--- config.mk ---
export PLATFORM = sky130hd
export DESIGN_NAME = lsb_green_steganography_codec_core_flat
export DESIGN_NICKNAME = d
export VERILOG_FILES = /design/src/rtl/lsbg_pkg.sv /design/src/rtl/lsbg_if.sv /design/src/rtl/lsbg_pixel_step.sv /design/src/rtl/lsb_green_steganography_codec_core.sv /design/src/flat_wrapper.sv
export SDC_FILE = /design/constraint.sdc
export NUM_CORES = 1
export LEC_CHECK = 0
export BUFFER_PORTS_ARGS = -buffer_cell sky130_fd_sc_hd__buf_2
export CORE_MARGIN = 2
export CORE_UTILIZATION = 55
export DETAILED_ROUTE_END_ITERATION = 10
export PLACE_DENSITY = 0.76
export REMOVE_ABC_BUFFERS = 1
export SETUP_SLACK_MARGIN = 0.3
export SLEW_MARGIN = 20
export SYNTH_ARGS = -nofsm -noshare
export SYNTH_HDL_FRONTEND = slang
export SYNTH_SLANG_ARGS = --single-unit
--- constraint.sdc ---
create_clock -name clock -period 7.95 [get_ports clock]
set_input_delay 0.795 -clock clock [delete_from_list [all_inputs] [get_ports clock]]
set_output_delay 0.795 -clock clock [all_outputs]
set_load 0.02 [all_outputs]
--- src/rtl/lsbg_pkg.sv ---
`timescale 1ns / 1ps
`default_nettype none
// ----------------------------------------------------------------------------
// lsbg_pkg - shared types and constants
// Pixel beat and result beat layouts, CSR indexes and widths for the green
// channel LSB codec.
// ----------------------------------------------------------------------------
package lsbg_pkg;

   localparam int GREEN_W    = 8;
   localparam int BYTE_W     = 8;
   localparam int MSG_LEN_W  = 29;
   localparam int CSR_DATA_W = 32;
   localparam int CSR_ADDR_W = 3;

   // register index, taken from paddr[2]
   localparam logic CSR_DIRECTION     = 1'b0;
   localparam logic CSR_MESSAGE_BYTES = 1'b1;

   // direction codes
   localparam logic DIR_ENCODE = 1'b0;
   localparam logic DIR_DECODE = 1'b1;

   typedef struct packed {
      logic [GREEN_W-1:0] green;
      logic [BYTE_W-1:0]  message_byte;
      logic               frame_start;
   } pixel_type;

   typedef struct packed {
      logic [GREEN_W-1:0] green_out;
      logic               take_byte;
      logic [BYTE_W-1:0]  byte_out;
      logic               byte_valid;
      logic               header_done;
   } result_type;

endpackage : lsbg_pkg
`default_nettype wire

--- src/rtl/lsbg_if.sv ---
`timescale 1ns / 1ps
`default_nettype none
// ----------------------------------------------------------------------------
// lsbg_req_if / lsbg_rsp_if - stream channels
// Valid/ready channels for pixel beats into the codec and result beats out.
// ----------------------------------------------------------------------------
interface lsbg_req_if;
   logic       valid;
   logic       ready;
   logic [7:0] green;
   logic [7:0] message_byte;
   logic       frame_start;

   modport source (output valid, output green, output message_byte,
                   output frame_start, input ready);
   modport sink   (input valid, input green, input message_byte,
                   input frame_start, output ready);
endinterface : lsbg_req_if

interface lsbg_rsp_if;
   logic       valid;
   logic       ready;
   logic [7:0] green_out;
   logic       take_byte;
   logic [7:0] byte_out;
   logic       byte_valid;
   logic       header_done;

   modport source (output valid, output green_out, output take_byte,
                   output byte_out, output byte_valid, output header_done,
                   input ready);
   modport sink   (input valid, input green_out, input take_byte,
                   input byte_out, input byte_valid, input header_done,
                   output ready);
endinterface : lsbg_rsp_if
`default_nettype wire

--- src/rtl/lsbg_pixel_step.sv ---
`timescale 1ns / 1ps
`default_nettype none
// ----------------------------------------------------------------------------
// lsbg_pixel_step - per-pixel codec logic
// Works out one pixel's result and the next counter and shift state from the
// current state, the registered pixel beat and the CSRs.
// ----------------------------------------------------------------------------
module lsbg_pixel_step #(
   parameter int HEADER_PIXELS = 64,
   parameter int INDEX_WIDTH   = 32
) (
   input  lsbg_pkg::pixel_type                 pixel,
   input  logic                                direction,
   input  logic [lsbg_pkg::MSG_LEN_W-1:0]      message_bytes,
   input  logic [INDEX_WIDTH-1:0]              pixel_index,
   input  logic [HEADER_PIXELS-1:0]            length_shift,
   input  logic [lsbg_pkg::BYTE_W-1:0]         byte_shift,
   output lsbg_pkg::result_type                result,
   output logic [INDEX_WIDTH-1:0]              pixel_index_next,
   output logic [HEADER_PIXELS-1:0]            length_shift_next,
   output logic [lsbg_pkg::BYTE_W-1:0]         byte_shift_next
);
   import lsbg_pkg::*;

   localparam int HDR_IDX_W = $clog2(HEADER_PIXELS);
   localparam int CMP_W     = (INDEX_WIDTH > HEADER_PIXELS) ? INDEX_WIDTH : HEADER_PIXELS;

   always_comb begin
      logic [INDEX_WIDTH-1:0]   p;
      logic [INDEX_WIDTH-1:0]   m;
      logic [INDEX_WIDTH-1:0]   slot;
      logic [2:0]               pos;
      logic [63:0]              msg_wide;
      logic [HEADER_PIXELS-1:0] len;
      logic [HDR_IDX_W-1:0]     sh;
      logic [HEADER_PIXELS-1:0] prev_len;
      logic [BYTE_W-1:0]        cur;
      logic [BYTE_W-1:0]        prev_byte;
      logic [BYTE_W-1:0]        new_byte;
      logic                     lsb;
      logic                     saturated;
      logic                     in_header;
      logic                     enc_active;
      logic                     dec_active;

      p          = pixel.frame_start ? '0 : pixel_index;
      lsb        = pixel.green[0];
      saturated  = &p;
      in_header  = p < INDEX_WIDTH'(HEADER_PIXELS);
      msg_wide   = 64'(message_bytes);
      len        = msg_wide[HEADER_PIXELS-1:0];
      sh         = HDR_IDX_W'(HEADER_PIXELS - 1) - p[HDR_IDX_W-1:0];
      prev_len   = (p == '0) ? '0 : length_shift;
      m          = p - INDEX_WIDTH'(HEADER_PIXELS);
      slot       = m >> 3;
      pos        = m[2:0];
      enc_active = CMP_W'(slot) < CMP_W'(len);
      dec_active = CMP_W'(slot) < CMP_W'(length_shift);
      cur        = (pos == 3'd0) ? pixel.message_byte : byte_shift;
      prev_byte  = (pos == 3'd0) ? '0 : byte_shift;
      new_byte   = {prev_byte[BYTE_W-2:0], lsb};

      result.green_out   = pixel.green;
      result.take_byte   = 1'b0;
      result.byte_out    = '0;
      result.byte_valid  = 1'b0;
      result.header_done = p >= INDEX_WIDTH'(HEADER_PIXELS - 1);
      length_shift_next  = length_shift;
      byte_shift_next    = byte_shift;

      if (!saturated) begin
         if (in_header) begin
            if (direction == DIR_ENCODE) begin
               result.green_out = {pixel.green[GREEN_W-1:1], len[sh]};
            end else begin
               length_shift_next = {prev_len[HEADER_PIXELS-2:0], lsb};
            end
         end else if (direction == DIR_ENCODE) begin
            if (enc_active) begin
               result.take_byte = (pos == 3'd0);
               result.green_out = {pixel.green[GREEN_W-1:1], cur[BYTE_W-1]};
               byte_shift_next  = {cur[BYTE_W-2:0], 1'b0};
            end
         end else if (dec_active) begin
            byte_shift_next = new_byte;
            if (pos == 3'd7) begin
               result.byte_valid = 1'b1;
               result.byte_out   = new_byte;
            end
         end
      end

      // counter parks at all-ones
      pixel_index_next = saturated ? p : p + INDEX_WIDTH'(1);
   end

endmodule : lsbg_pixel_step
`default_nettype wire

--- src/rtl/lsb_green_steganography_codec_core.sv ---
`timescale 1ns / 1ps
`default_nettype none
// ----------------------------------------------------------------------------
// lsb_green_steganography_codec_core - LSB codec on the green channel
// Pixel beats enter on req (green, message_byte, frame_start) in raster order;
// one result beat per pixel leaves on rsp. The CSR port sets direction
// (0 embed, 1 extract) at address 0 and message_bytes at address 4.
// In embed mode the first HEADER_PIXELS LSBs carry the length MSB first, then
// each 8-pixel slot carries one byte; take_byte marks the pixel that sampled
// message_byte. In extract mode byte_valid flags each rebuilt byte.
// The pipe is a pixel register, then the codec logic into the result
// register. Throughput is one pixel per cycle while rsp does not stall; the
// pixel counter and shift registers update between the two registers.
// Reset clears the CSRs, the pixel counter and both shift registers and
// empties the pipe. When rsp stalls, the result register holds, the pixel
// register fills behind it and req.ready drops; nothing is lost.
// Configure only while the pipe is empty.
// ----------------------------------------------------------------------------
module lsb_green_steganography_codec_core #(
   parameter int HEADER_PIXELS = 64,
   parameter int INDEX_WIDTH   = 32
) (
   input  logic                                 clock,
   input  logic                                 reset,
   lsbg_req_if.sink                             req,
   lsbg_rsp_if.source                           rsp,
   input  logic                                 csr_psel,
   input  logic                                 csr_penable,
   input  logic                                 csr_pwrite,
   input  logic [lsbg_pkg::CSR_ADDR_W-1:0]      csr_paddr,
   input  logic [lsbg_pkg::CSR_DATA_W-1:0]      csr_pwdata,
   output logic [lsbg_pkg::CSR_DATA_W-1:0]      csr_prdata,
   output logic                                 csr_pready
);
   import lsbg_pkg::*;

   logic                     direction_ff;
   logic [MSG_LEN_W-1:0]     message_bytes_ff;
   logic                     pix_valid_ff;
   pixel_type                pix_ff;
   pixel_type                pix_in;
   logic                     rsp_valid_ff;
   result_type               rsp_ff;
   result_type               rsp_in;
   logic [INDEX_WIDTH-1:0]   pixel_index_ff;
   logic [INDEX_WIDTH-1:0]   pixel_index_in;
   logic [HEADER_PIXELS-1:0] length_shift_ff;
   logic [HEADER_PIXELS-1:0] length_shift_in;
   logic [BYTE_W-1:0]        byte_shift_ff;
   logic [BYTE_W-1:0]        byte_shift_in;
   logic                     out_free;
   logic                     advance;
   logic                     csr_write;

   // CSR port
   assign csr_pready = 1'b1;
   assign csr_write  = csr_psel && csr_penable && csr_pwrite;

   always_comb begin
      case (csr_paddr[2])
         CSR_DIRECTION:     csr_prdata = CSR_DATA_W'(direction_ff);
         CSR_MESSAGE_BYTES: csr_prdata = CSR_DATA_W'(message_bytes_ff);
         default:           csr_prdata = '0;
      endcase
   end

   always_ff @(posedge clock) begin
      if (reset) begin
         direction_ff     <= DIR_ENCODE;
         message_bytes_ff <= '0;
      end else if (csr_write) begin
         case (csr_paddr[2])
            CSR_DIRECTION:     direction_ff     <= csr_pwdata[0];
            CSR_MESSAGE_BYTES: message_bytes_ff <= csr_pwdata[MSG_LEN_W-1:0];
            default:           ;
         endcase
      end
   end

   // pipe control
   assign out_free  = !rsp_valid_ff || rsp.ready;
   assign advance   = pix_valid_ff && out_free;
   assign req.ready = !pix_valid_ff || advance;

   assign pix_in.green        = req.green;
   assign pix_in.message_byte = req.message_byte;
   assign pix_in.frame_start  = req.frame_start;

   lsbg_pixel_step #(
      .HEADER_PIXELS (HEADER_PIXELS),
      .INDEX_WIDTH   (INDEX_WIDTH)
   ) u_step (
      .pixel             (pix_ff),
      .direction         (direction_ff),
      .message_bytes     (message_bytes_ff),
      .pixel_index       (pixel_index_ff),
      .length_shift      (length_shift_ff),
      .byte_shift        (byte_shift_ff),
      .result            (rsp_in),
      .pixel_index_next  (pixel_index_in),
      .length_shift_next (length_shift_in),
      .byte_shift_next   (byte_shift_in)
   );

   always_ff @(posedge clock) begin
      if (reset) begin
         pix_valid_ff    <= 1'b0;
         rsp_valid_ff    <= 1'b0;
         pixel_index_ff  <= '0;
         length_shift_ff <= '0;
         byte_shift_ff   <= '0;
      end else begin
         if (req.valid && req.ready) begin
            pix_valid_ff <= 1'b1;
         end else if (advance) begin
            pix_valid_ff <= 1'b0;
         end
         if (advance) begin
            rsp_valid_ff    <= 1'b1;
            pixel_index_ff  <= pixel_index_in;
            length_shift_ff <= length_shift_in;
            byte_shift_ff   <= byte_shift_in;
         end else if (rsp.ready) begin
            rsp_valid_ff <= 1'b0;
         end
      end
   end

   always_ff @(posedge clock) begin
      if (req.valid && req.ready) begin
         pix_ff <= pix_in;
      end
      if (advance) begin
         rsp_ff <= rsp_in;
      end
   end

   assign rsp.valid       = rsp_valid_ff;
   assign rsp.green_out   = rsp_ff.green_out;
   assign rsp.take_byte   = rsp_ff.take_byte;
   assign rsp.byte_out    = rsp_ff.byte_out;
   assign rsp.byte_valid  = rsp_ff.byte_valid;
   assign rsp.header_done = rsp_ff.header_done;

endmodule : lsb_green_steganography_codec_core
`default_nettype wire
--- src/flat_wrapper.sv ---
// flat-port wrapper written by rule: the top's interface ports become plain ports
module lsb_green_steganography_codec_core_flat import lsbg_pkg::*;
#(
   parameter int HEADER_PIXELS = 64,
   parameter int INDEX_WIDTH   = 32
)
  (clock, reset, csr_psel, csr_penable, csr_pwrite, csr_paddr, csr_pwdata, csr_prdata, csr_pready, req_valid, req_green, req_message_byte, req_frame_start, req_ready, rsp_valid, rsp_green_out, rsp_take_byte, rsp_byte_out, rsp_byte_valid, rsp_header_done, rsp_ready);
  lsbg_req_if req_i ();
  lsbg_rsp_if rsp_i ();
  input  logic clock;
  input  logic reset;
  input  logic csr_psel;
  input  logic csr_penable;
  input  logic csr_pwrite;
  input  logic [lsbg_pkg::CSR_ADDR_W-1:0] csr_paddr;
  input  logic [lsbg_pkg::CSR_DATA_W-1:0] csr_pwdata;
  output logic [lsbg_pkg::CSR_DATA_W-1:0] csr_prdata;
  output logic csr_pready;
  input wire logic [$bits(req_i.valid)-1:0] req_valid;
  input wire logic [$bits(req_i.green)-1:0] req_green;
  input wire logic [$bits(req_i.message_byte)-1:0] req_message_byte;
  input wire logic [$bits(req_i.frame_start)-1:0] req_frame_start;
  output wire logic [$bits(req_i.ready)-1:0] req_ready;
  output wire logic [$bits(rsp_i.valid)-1:0] rsp_valid;
  output wire logic [$bits(rsp_i.green_out)-1:0] rsp_green_out;
  output wire logic [$bits(rsp_i.take_byte)-1:0] rsp_take_byte;
  output wire logic [$bits(rsp_i.byte_out)-1:0] rsp_byte_out;
  output wire logic [$bits(rsp_i.byte_valid)-1:0] rsp_byte_valid;
  output wire logic [$bits(rsp_i.header_done)-1:0] rsp_header_done;
  input wire logic [$bits(rsp_i.ready)-1:0] rsp_ready;
  assign req_i.valid = req_valid;
  assign req_i.green = req_green;
  assign req_i.message_byte = req_message_byte;
  assign req_i.frame_start = req_frame_start;
  assign req_ready = req_i.ready;
  assign rsp_valid = rsp_i.valid;
  assign rsp_green_out = rsp_i.green_out;
  assign rsp_take_byte = rsp_i.take_byte;
  assign rsp_byte_out = rsp_i.byte_out;
  assign rsp_byte_valid = rsp_i.byte_valid;
  assign rsp_header_done = rsp_i.header_done;
  assign rsp_i.ready = rsp_ready;
  lsb_green_steganography_codec_core #(.HEADER_PIXELS(HEADER_PIXELS), .INDEX_WIDTH(INDEX_WIDTH)) u_core (.clock(clock), .reset(reset), .req(req_i), .rsp(rsp_i), .csr_psel(csr_psel), .csr_penable(csr_penable), .csr_pwrite(csr_pwrite), .csr_paddr(csr_paddr), .csr_pwdata(csr_pwdata), .csr_prdata(csr_prdata), .csr_pready(csr_pready));
endmodule
==> metrics.md, run 1 <==
| Metric | Value |
|---|---|
| Global-route wire length before repair | 37.6 mm |
| Most frequent cell on the critical path | and4_1 |
| CP peak stage delay | 0.51 ns |
| # H-tree levels | 4 |
| Area of the multi-input gates | 5220 sq um |
| Post-synthesis cell type count | 74 |
| Max Clk Rate | 225 MHz |
| Die area | 18700 sq um |
| Max transition margin | 0.294 |
| Count of input and output buffers | 103 |
| Cell taking the most area after synthesis | dfxtp_1 |
| Mapped cell area | 9680 sq um |
| Hold_buf cts | 0 |
| CP endpoint kind | flop |
| Critical path class | reg -> reg |
| Layout cell share with drive strength beyond 1 | 0.183 |
| 1st-pass router iterations | 5 |
| Count leader, synth | nand2_1 |
| CP Cell Sequence | nor4_4 -> nand2_4 -> or2_2 -> nor3_1 -> a21oi_1 -> or3_1 -> ha_1 -> and4_1 -> a221oi_1 -> nor2_1 -> o31ai_1 -> and4_1 -> and2_1 |
| Fillers | 1529 |
| Die X-Extent | 137 um |
| Max-cap viol count | 0 |
| Setup Buffers After CTS | 0 |
| CP Max Fanout | 8 |
| Core Region | 17200 sq um |
| Antenna violations before repair | 0 |
| Status | complete, no violations |
| Fin crit period | 4.45 ns |
| Sequential area share after synthesis | 0.393 |
| Initial Utilization | 0.562 |
| Worst path bufs/invs | 0 |
| CTS Sinks | 172 |
| PostCTS Resize Cnt | 0 |
| GR Overflow Total | 0 |
| Routed WL | 22.9 mm |
| Area post-placement | 10200 sq um |
| WP data required | 8.26 ns |
| Worst Setup Start Kind | flop |
| Clk pin slew, worst setup/hold paths | 0.07 ns |
| Number of I/O pins | 113 |
| Layout Skew | 0.00971 ns |
| # setup viols final | 0 |
| DPL Wire Length | 16.1 mm |
| Worst Path Arrival | 4.76 ns |
| # nets final | 1339 |
| Clk_lat worst skew | 0.44 ns |
| # DRC | 0 |
| Synth Instances | 1158 |
| Leak | 3.82 nW |
| Vias in the first global route | 7447 |
| Tot GR Track Use | 0.254 |
| DR vias | 8173 |
| Final period utilization | 0.560 |
| Antenna Nets Post-Route | 0 |
| CTS Root Cell | clkbuf_16 |
| Clock buffer depth | 2 |
| CP max-delay cell | nor4_4 |
| Die height | 137 um |
| Post-synth ARST share | 0 |
| Max-slew violations | 0 |
| Post-synth EDFFs | 36 |
| Ranking of synthesized cells by area | dfxtp_1 (28%), edfxtp_1 (11%), ha_1 (7.6%) |
| Largest delay share family, worst path | simple AND/OR/NAND/NOR gates |
| Yosys warns | 0 |
| Commonest cells post-synth | nand2_1 (192), dfxtp_1 (136), a21oi_1 (106) |
| DR iter-0 viols | 589 |
| Synth top area share | 0.281 |
| Worst-Margin Slew | 1.06 ns |
| Power density cells | 174 nW/um^2 |
| CTS Buf Count | 17 |
| Largest net degree at the start of global routing | 80 |
| Hold WC Path Type | reg -> reg |
| Layout area overhead | 11.4% |
| Max IR drop VDD | 0.000151 V |
| Routability cong. | 0.913 |
| Row cnt | 48 |
| Post-DR vias/cell | 5.60 |
| RSZ-0062 raised after global routing | no |
| Seq cells post-synth | 172 |
| Final Cell Area | 10800 sq um |
| Final hold viol count | 0 |
| CTS tree | built |
| WL/cell | 15.7 um |
| TNS Setup | 0 ns |
| Synth Flop Type | dfxtp_1 |
| Reg area | 3800 sq um |
| Inserted Diodes | 0 |
| Post-Syn Area per Cell | 8.36 sq um |
==> registers in the layout, summed over array words and instances, names as in the netlist <==
name	flops
u_core.length_shift_ff	64
u_core.pixel_index_ff	32
u_core.message_bytes_ff	29
u_core.pix_ff	17
u_core.byte_shift_ff	8
u_core.rsp.byte_out	8
u_core.rsp.green_out	8
u_core.direction_ff	1
u_core.pix_valid_ff	1
u_core.rsp.byte_valid	1
u_core.rsp.header_done	1
u_core.rsp.take_byte	1
u_core.rsp.valid	1
==> area by class of cell <==
cell class                 instances  area share
multi-input combinational        842       0.484
clock inverter                    15      0.0161
sequential                       172       0.353
timing repair buffer             114      0.0564
clock buffer                      17      0.0394
tap                              225      0.0261
inverter                          74      0.0258
==> kinds of logic after synthesis <==
kind of cell    after synthesis  synth area share
xor+xnor                     35            0.0317
fa+ha+maj                    59            0.0762
mux                          19            0.0226
other cells                   2          0.000776
flops                       172             0.393
simple gates                524             0.278
buf+inv                     146            0.0702
compound gates              201             0.128
==> path summary, 6_finish.rpt <==
| check | from | end | slack, ns | depth (start not counted) |
|---|---|---|---|---|
| min reg2reg | u_core.pix_ff[16]$_DFFE_PP_ | u_core.rsp.green_out[7]$_DFFE_PP_ | 0.42 | 0 |
| max reg2reg | u_core.pixel_index_ff[6]$_SDFFE_PP0P_ | u_core.rsp.byte_out[1]$_SDFFCE_PP0P_ | 3.50 | 13 |
| max | u_core.pixel_index_ff[6]$_SDFFE_PP0P_ | u_core.rsp.byte_out[1]$_SDFFCE_PP0P_ | 3.50 | 13 |
| min | u_core.pix_ff[16]$_DFFE_PP_ | u_core.rsp.green_out[7]$_DFFE_PP_ | 0.42 | 0 |
==> metrics by stage <==
| step | hold slack [ns] | total power [W] | utilization | instances | worst slack [ns] |
|---|---|---|---|---|---|
| global placement | 0.401 | 0.00104 | 0.590 | 1426 | 3.57 |
| global route | 0.425 | 0.00193 | 0.626 | 1459 | 3.07 |
| CTS | 0.423 | 0.00188 | 0.625 | 1458 | 3.51 |
| detailed placement | 0.405 | 0.00105 | 0.590 | 1426 | 3.54 |
| finish | 0.424 | 0.00188 | 0.626 | 1459 | 3.50 |
| floorplan | 0.400 | 0.000991 | - | 1088 | 3.02 |
==> cell usage in the layout (no fill, tap or decap), types with 6 or more instances in the layout <==
master	n
nand2_1	192
dfxtp_1	136
a21oi_1	106
buf_2	102
nor2_1	97
inv_1	73
ha_1	59
nand3_1	56
edfxtp_1	36
o21ai_0	26
nand3_2	23
a21oi_2	23
xor2_1	21
nor3_1	20
nor2b_1	17
clkbuf_16	17
nand2b_1	16
xnor2_1	14
nor4_1	14
mux2_2	13
nand4_1	12
and2_1	11
buf_4	11
or3_1	9
nand3b_1	9
nor3b_1	9
and4_1	7
inv_8	6
==> power by group <==
group,internal [W],leakage (nW),total [W],switching (W)
logic,0.0000345,2.09,0.000116,0.0000811
clock network,0.000451,0.295,0.000849,0.000399
registers,0.000905,1.43,0.000912,0.00000708
total,0.00139,3.82,0.00188,0.000487
==> routing by layer <==
layer,up-vias,track usage,wire length [um]
li1,4098,-,-
met1,3814,0.353,10800
met2,217,0.397,10400
met3,44,0.0474,1220
met4,0,0.0874,551
met5,-,0,0
(Power assumes the default switching activity.)
==> inputs of run 2 (changes only) <==
Clock period 7.95 ns to 4.1 ns, I/O delays scaled along.
==> run 2 against run 1 <==
  * Sequential share of layout area is 1.8 points lower
  * Critical path type unchanged
  * Setup slack worse by 3.2 ns
  * Routed wire length is 9.9% higher
  * Highest routed layer unchanged
  * Sequential power is 94% higher
  * Non-clock buffer count is 40 higher
  * Worst hold slack worse by 0.29 ns
==> metrics.md, run 2 (same netlist as run 1, synthesis figures left out) <==
| Metric | Value |
|---|---|
| Clk pin slew, worst setup/hold paths | 0.08 ns |
| Inserted Diodes | 0 |
| Worst Setup Start Kind | flop |
| Power density cells | 318 nW/um^2 |
| Antenna Nets Post-Route | 0 |
| Largest net degree at the start of global routing | 86 |
| Worst-Margin Slew | 1.09 ns |
| Critical path class | reg -> reg |
| Layout cell share with drive strength beyond 1 | 0.239 |
| Tot GR Track Use | 0.274 |
| Layout area overhead | 17.8% |
| # H-tree levels | 4 |
| Row cnt | 48 |
| Max IR drop VDD | 0.000317 V |
| Max reg flops | 64 |
| Final hold viol count | 0 |
| Fin crit period | 3.81 ns |
| CTS Root Cell | clkbuf_16 |
| Routability cong. | 0.933 |
| Placed Instances | 1454 |
| CTS Sinks | 172 |
| Die height | 137 um |
| Commonest non-fill, non-tap cell in the layout | nand2_1 |
| Worst Path Arrival | 4.15 ns |
| # setup viols final | 0 |
| Regs by FF count | u_core.length_shift_ff: 64 flops, u_core.pixel_index_ff: 32 flops, u_core.message_bytes_ff: 29 flops |
| Cell Count, Final, Fillers Out | 1499 |
| Biggest register | u_core.length_shift_ff |
| DR iter-0 viols | 705 |
| Final period utilization | 0.930 |
| Hold_buf cts | 0 |
| Die area | 18700 sq um |
| Status | complete, no violations |
| Core Util, Final | 0.662 |
| Hold WC Path Type | in -> reg |
| DR vias | 8536 |
| Initial Utilization | 0.562 |
| Leak | 4.13 nW |
| GR Overflow Total | 0 |
| Post-DR vias/cell | 5.69 |
| Layout Skew | 0.0119 ns |
| Count of input and output buffers | 103 |
| 1st-pass router iterations | 4 |
| Number of I/O pins | 113 |
| Antenna violations before repair | 0 |
| CP Max Fanout | 7 |
| RSZ-0062 raised after global routing | yes |
| Core Region | 17200 sq um |
| # DRC | 0 |
| CP endpoint kind | flop |
| Vias in the first global route | 8063 |
| CTS Buf Count | 17 |
| Commonest non-fill, non-tap cells in the layout | nand2_1 (192), dfxtp_1 (130), a21oi_1 (105) |
| Routed WL | 25.2 mm |
| Clock buffer depth | 2 |
| CTS tree | built |
| Clk_lat worst skew | 0.45 ns |
| # nets final | 1379 |
| Global-route wire length before repair | 39.9 mm |
| Max Clk Rate | 262 MHz |
| Max transition margin | 0.271 |
| Max-cap viol count | 0 |
| WL/cell | 16.8 um |
| Die X-Extent | 137 um |
| Max-slew violations | 0 |
| DPL Wire Length | 17.0 mm |
| WP data required | 4.44 ns |
==> run 2: cell types whose count changed in the layout (fill, tap and decap cells not counted), sizes merged <==
cell,previous run,this run
inv,82,80
clkinv,5,7
bufinv,1,0
buf,114,154
clkinvlp,1,2
==> run 2: final cells by class <==
| cell class | count | area, sq um |
|---|---|---|
| sequential | 172 | 3810 |
| multi-input combinational | 842 | 5480 |
| clock buffer | 17 | 425 |
| timing repair buffer | 154 | 955 |
| fill | 1380 | 5830 |
| inverter | 74 | 278 |
| tap | 225 | 282 |
| clock inverter | 15 | 173 |
==> run 2: through the flow <==
step	total power, W	TNS, ns	hold WS [ns]	cell area, sq um	setup slack, ns
floorplan	0.00192	-52.99	0.400	9290	-0.835
global route	0.00374	0	0.123	11400	0.0888
global placement	0.00204	0	0.400	10400	0.173
finish	0.00363	0	0.133	11400	0.288
CTS	0.00364	0	0.122	11100	0.306
detailed placement	0.00204	0	0.405	10400	0.148
==> run 2: routing by layer <==
| metal | track usage | share of wire | vias up |
|---|---|---|---|
| li1 | - | - | 4166 |
| met1 | 0.362 | 0.44 | 4023 |
| met2 | 0.447 | 0.47 | 280 |
| met3 | 0.0393 | 0.056 | 67 |
| met4 | 0.116 | 0.034 | 0 |
| met5 | 0 | 0 | - |
==> run 2: timing repair <==
action / 4_1_cts / 5_1_grt
pin swaps: 10 / 28
setup buffers: 6 / 7
cloned: 0 / 0
setup endpoints to repair: 15 / 18
resized for setup: 17 / 43
==> run 2: power by group <==
| part | internal (W) | leakage (nW) | switching [W] |
|---|---|---|---|
| Clock | 0.000820 | 0.286 | 0.000799 |
| Sequential | 0.00175 | 1.44 | 0.0000158 |
| Combinational | 0.0000765 | 2.41 | 0.000161 |
==> run 2: worst max-delay path, stage by stage, from the launching register on <==
cell	delay [ns]
dfxtp_2	0.34
nor4_4	0.39
nand2_4	0.13
nor4b_4	0.35
and2_4	0.21
nor2b_4	0.15
xnor2_1	0.12
nand2b_1	0.14
ha_4	0.29
and4_4	0.23
nand3_4	0.09
a2111oi_4	0.32
o31ai_1	0.10
buf_4	0.17
o21ai_2	0.15
buf_6	0.17
mux2_2	0.34
==> run 2: worst paths after layout <==
check	to	startpoint	cells after the start	slack, ns
max	u_core.byte_shift_ff[2]$_SDFFE_PP0P_	u_core.pixel_index_ff[6]$_SDFFE_PP0P_	16	0.29
min	u_core.pix_ff[9]$_DFFE_PP_	req_green[0]	1	0.13
max reg2reg	u_core.byte_shift_ff[2]$_SDFFE_PP0P_	u_core.pixel_index_ff[6]$_SDFFE_PP0P_	16	0.29
min reg2reg	u_core.rsp.green_out[4]$_DFFE_PP_	u_core.pix_ff[13]$_DFFE_PP_	0	0.42
==> inputs of run 3 (changes only) <==
Settings changed: SETUP_SLACK_MARGIN 0.3 to unset.
==> run 3 against run 2 <==
  * First-iteration DRC count decreased by 1.4%
  * Register-to-register slack got worse by 0.11 ns
  * Flip-flop and latch count unchanged
  * Setup slack got worse by 0.11 ns
  * Combinational power about the same
  * Clock power about the same
  * Cell count decreased by 0.73%
  * Sequential share of layout area increased by 0.91 points
  * Non-clock buffer count decreased by 11
==> metrics.md, run 3 (same netlist as run 1, synthesis figures left out) <==
| Metric | Value |
|---|---|
| Core Region | 17200 sq um |
| Initial Utilization | 0.562 |
| Clock buffer depth | 2 |
| CTS tree | built |
| # setup viols final | 0 |
| CTS Root Cell | clkbuf_16 |
| Max reg flops | 64 |
| Area of the multi-input gates | 5240 sq um |
| Reg2reg path depth | 12 |
| Clk pin slew, worst setup/hold paths | 0.08 ns |
| Routed WL | 24.4 mm |
| CP peak stage delay | 0.46 ns |
| Commonest non-fill, non-tap cell in the layout | nand2_1 |
| CP Max Fanout | 6 |
| CP endpoint kind | flop |
| Worst-Margin Slew | 1.09 ns |
| Global-route wire length before repair | 39.6 mm |
| Final hold viol count | 0 |
| Hold WS | 0.134 ns |
| Max transition margin | 0.274 |
| Antenna violations before repair | 0 |
| CP Cell Sequence | nor4_4 -> nand2_4 -> or2_2 -> nand2_1 -> or3b_2 -> ha_1 -> and4_1 -> a221oi_2 -> o2111a_1 -> o31a_1 -> mux2_2 -> a211o_1 |
| Fillers | 1451 |
| DR vias | 8421 |
| Tot GR Track Use | 0.271 |
| Area post-placement | 10400 sq um |
| Critical path class | reg -> reg |
| Max-cap viol count | 0 |
| Largest net degree at the start of global routing | 86 |
| CTS Sinks | 172 |
| Row cnt | 48 |
| DPL Wire Length | 17.0 mm |
| Die height | 137 um |
| R2r setup slk | 0.18 ns |
| # H-tree levels | 4 |
| Max IR drop VDD | 0.000314 V |
| Die area | 18700 sq um |
| Worst path bufs/invs | 0 |
| Fin crit period | 3.92 ns |
| CTS Buf Count | 17 |
| Hold WC Path Type | in -> reg |
| Clk_lat worst skew | 0.45 ns |
| Largest delay share family, worst path | simple AND/OR/NAND/NOR gates |
| Die X-Extent | 137 um |
| Power density cells | 327 nW/um^2 |
| 1st-pass router iterations | 6 |
| # nets final | 1368 |
| Inserted Diodes | 0 |
| Count of input and output buffers | 103 |
| Final period utilization | 0.957 |
| TNS Setup | 0 ns |
| CP max-delay cell | or3b_2 |
| GR Overflow Total | 0 |
| Status | complete, no violations |
| Worst Setup Start Kind | flop |
| Max Clk Rate | 255 MHz |
| Worst Hold Path Cells | 1 |
| Biggest register | u_core.length_shift_ff |
| Layout area overhead | 14.4% |
| # DRC | 0 |
| WP data required | 4.30 ns |
| Leak | 3.98 nW |
| Commonest non-fill, non-tap cells in the layout | nand2_1 (192), dfxtp_1 (136), a21oi_1 (106) |
| RR Endpoint | u_core.rsp.green_out[0]$_DFFE_PP_ |
| Hold Startpoint | req_green[0] |
| Final Cell Area | 11100 sq um |
| Max-slew violations | 0 |
| Tot Pwr | 0.00363 W |
| Vias in the first global route | 7957 |
| Antenna Nets Post-Route | 0 |
| Reg2Reg Launch Point | u_core.pixel_index_ff[13]$_SDFFE_PP0P_ |
| WL/cell | 16.4 um |
| Layout cell share with drive strength beyond 1 | 0.207 |
| Hold endpoint | u_core.pix_ff[9]$_DFFE_PP_ |
| Reg area | 3800 sq um |
| DR iter-0 viols | 695 |
| Worst Path Arrival | 4.12 ns |
| Post-DR vias/cell | 5.66 |
| Layout Skew | 0.0141 ns |
| Regs by FF count | u_core.length_shift_ff: 64 flops, u_core.pixel_index_ff: 32 flops, u_core.message_bytes_ff: 29 flops |
| Routability cong. | 0.933 |
| Core Util, Final | 0.642 |
| Number of I/O pins | 113 |
[run 3: changes by cell type in the layout (fill, tap and decap cells not counted), moves of 4 or more]
cell     before  now
buf_4        47   37
dfxtp_1     130  136
dfxtp_2       5    0
ha_1         53   59
ha_4          5    0
mux2_2        7   13
mux2_4        6    0
o21ai_0      22   26
o21ai_1       5    1
[run 3: worst max-delay path by stage]
stage	to	cells after the start	startpoint	slack, ns
2_1_floorplan	u_core.length_shift_ff[10]$_SDFFE_PP0P_	10	u_core.pix_ff[0]$_DFFE_PP_	-0.83
3_3_place_gp	u_core.rsp.green_out[0]$_DFFE_PP_	12	u_core.pixel_index_ff[10]$_SDFFE_PP0P_	0.17
3_5_place_dp	u_core.rsp.green_out[0]$_DFFE_PP_	12	u_core.pixel_index_ff[10]$_SDFFE_PP0P_	0.15
6_report	u_core.rsp.green_out[0]$_DFFE_PP_	12	u_core.pixel_index_ff[13]$_SDFFE_PP0P_	0.18
5_1_grt	u_core.byte_shift_ff[2]$_SDFFE_PP0P_	14	u_core.pixel_index_ff[23]$_SDFFE_PP0P_	-0.0004
4_1_cts	u_core.rsp.byte_out[1]$_SDFFCE_PP0P_	14	u_core.pixel_index_ff[10]$_SDFFE_PP0P_	0.12
[run 3: metal layers]
layer | wire length (um) | GRT usage
met1 | 11100 | 0.361
met2 | 11300 | 0.443
met3 | 1340 | 0.0381
met4 | 708 | 0.110
met5 | 0 | 0
[run 3: worst register-to-register path, cell delays in order, from the launching register on]
cell	delay [ns]
dfxtp_1	0.37
nor4_4	0.40
nand2_4	0.14
or2_2	0.39
nand2_1	0.08
or3b_2	0.46
ha_1	0.32
and4_1	0.22
a221oi_2	0.29
o2111a_1	0.20
o31a_1	0.18
mux2_2	0.34
a211o_1	0.29
[run 3: what timing repair did]
action | CTS | global route
resized for setup | 0 | 9
hold buffers | 0 | 0
buffers inserted | 0 | 2
setup endpoints to repair | 0 | 15
[run 3: where the power goes]
group	internal, W	switching [W]
sequential	0.00175	0.0000161
combinational	0.0000756	0.000160
clock	0.000820	0.000799
total	0.00265	0.000975
[run 3: area by class of cell]
cell class                 count  share of cell area
inverter                      74              0.0251
sequential                   172               0.344
clock buffer                  17              0.0384
clock inverter                15              0.0156
tap                          225              0.0254
timing repair buffer         143              0.0784
multi-input combinational    842               0.474
[run 3: metrics by stage]
stage               worst slack (ns)  cells
floorplan                     -0.835   1088
global placement               0.173   1454
detailed placement             0.148   1454
CTS                            0.121   1486
global route               -0.000362   1488
finish                         0.178   1488
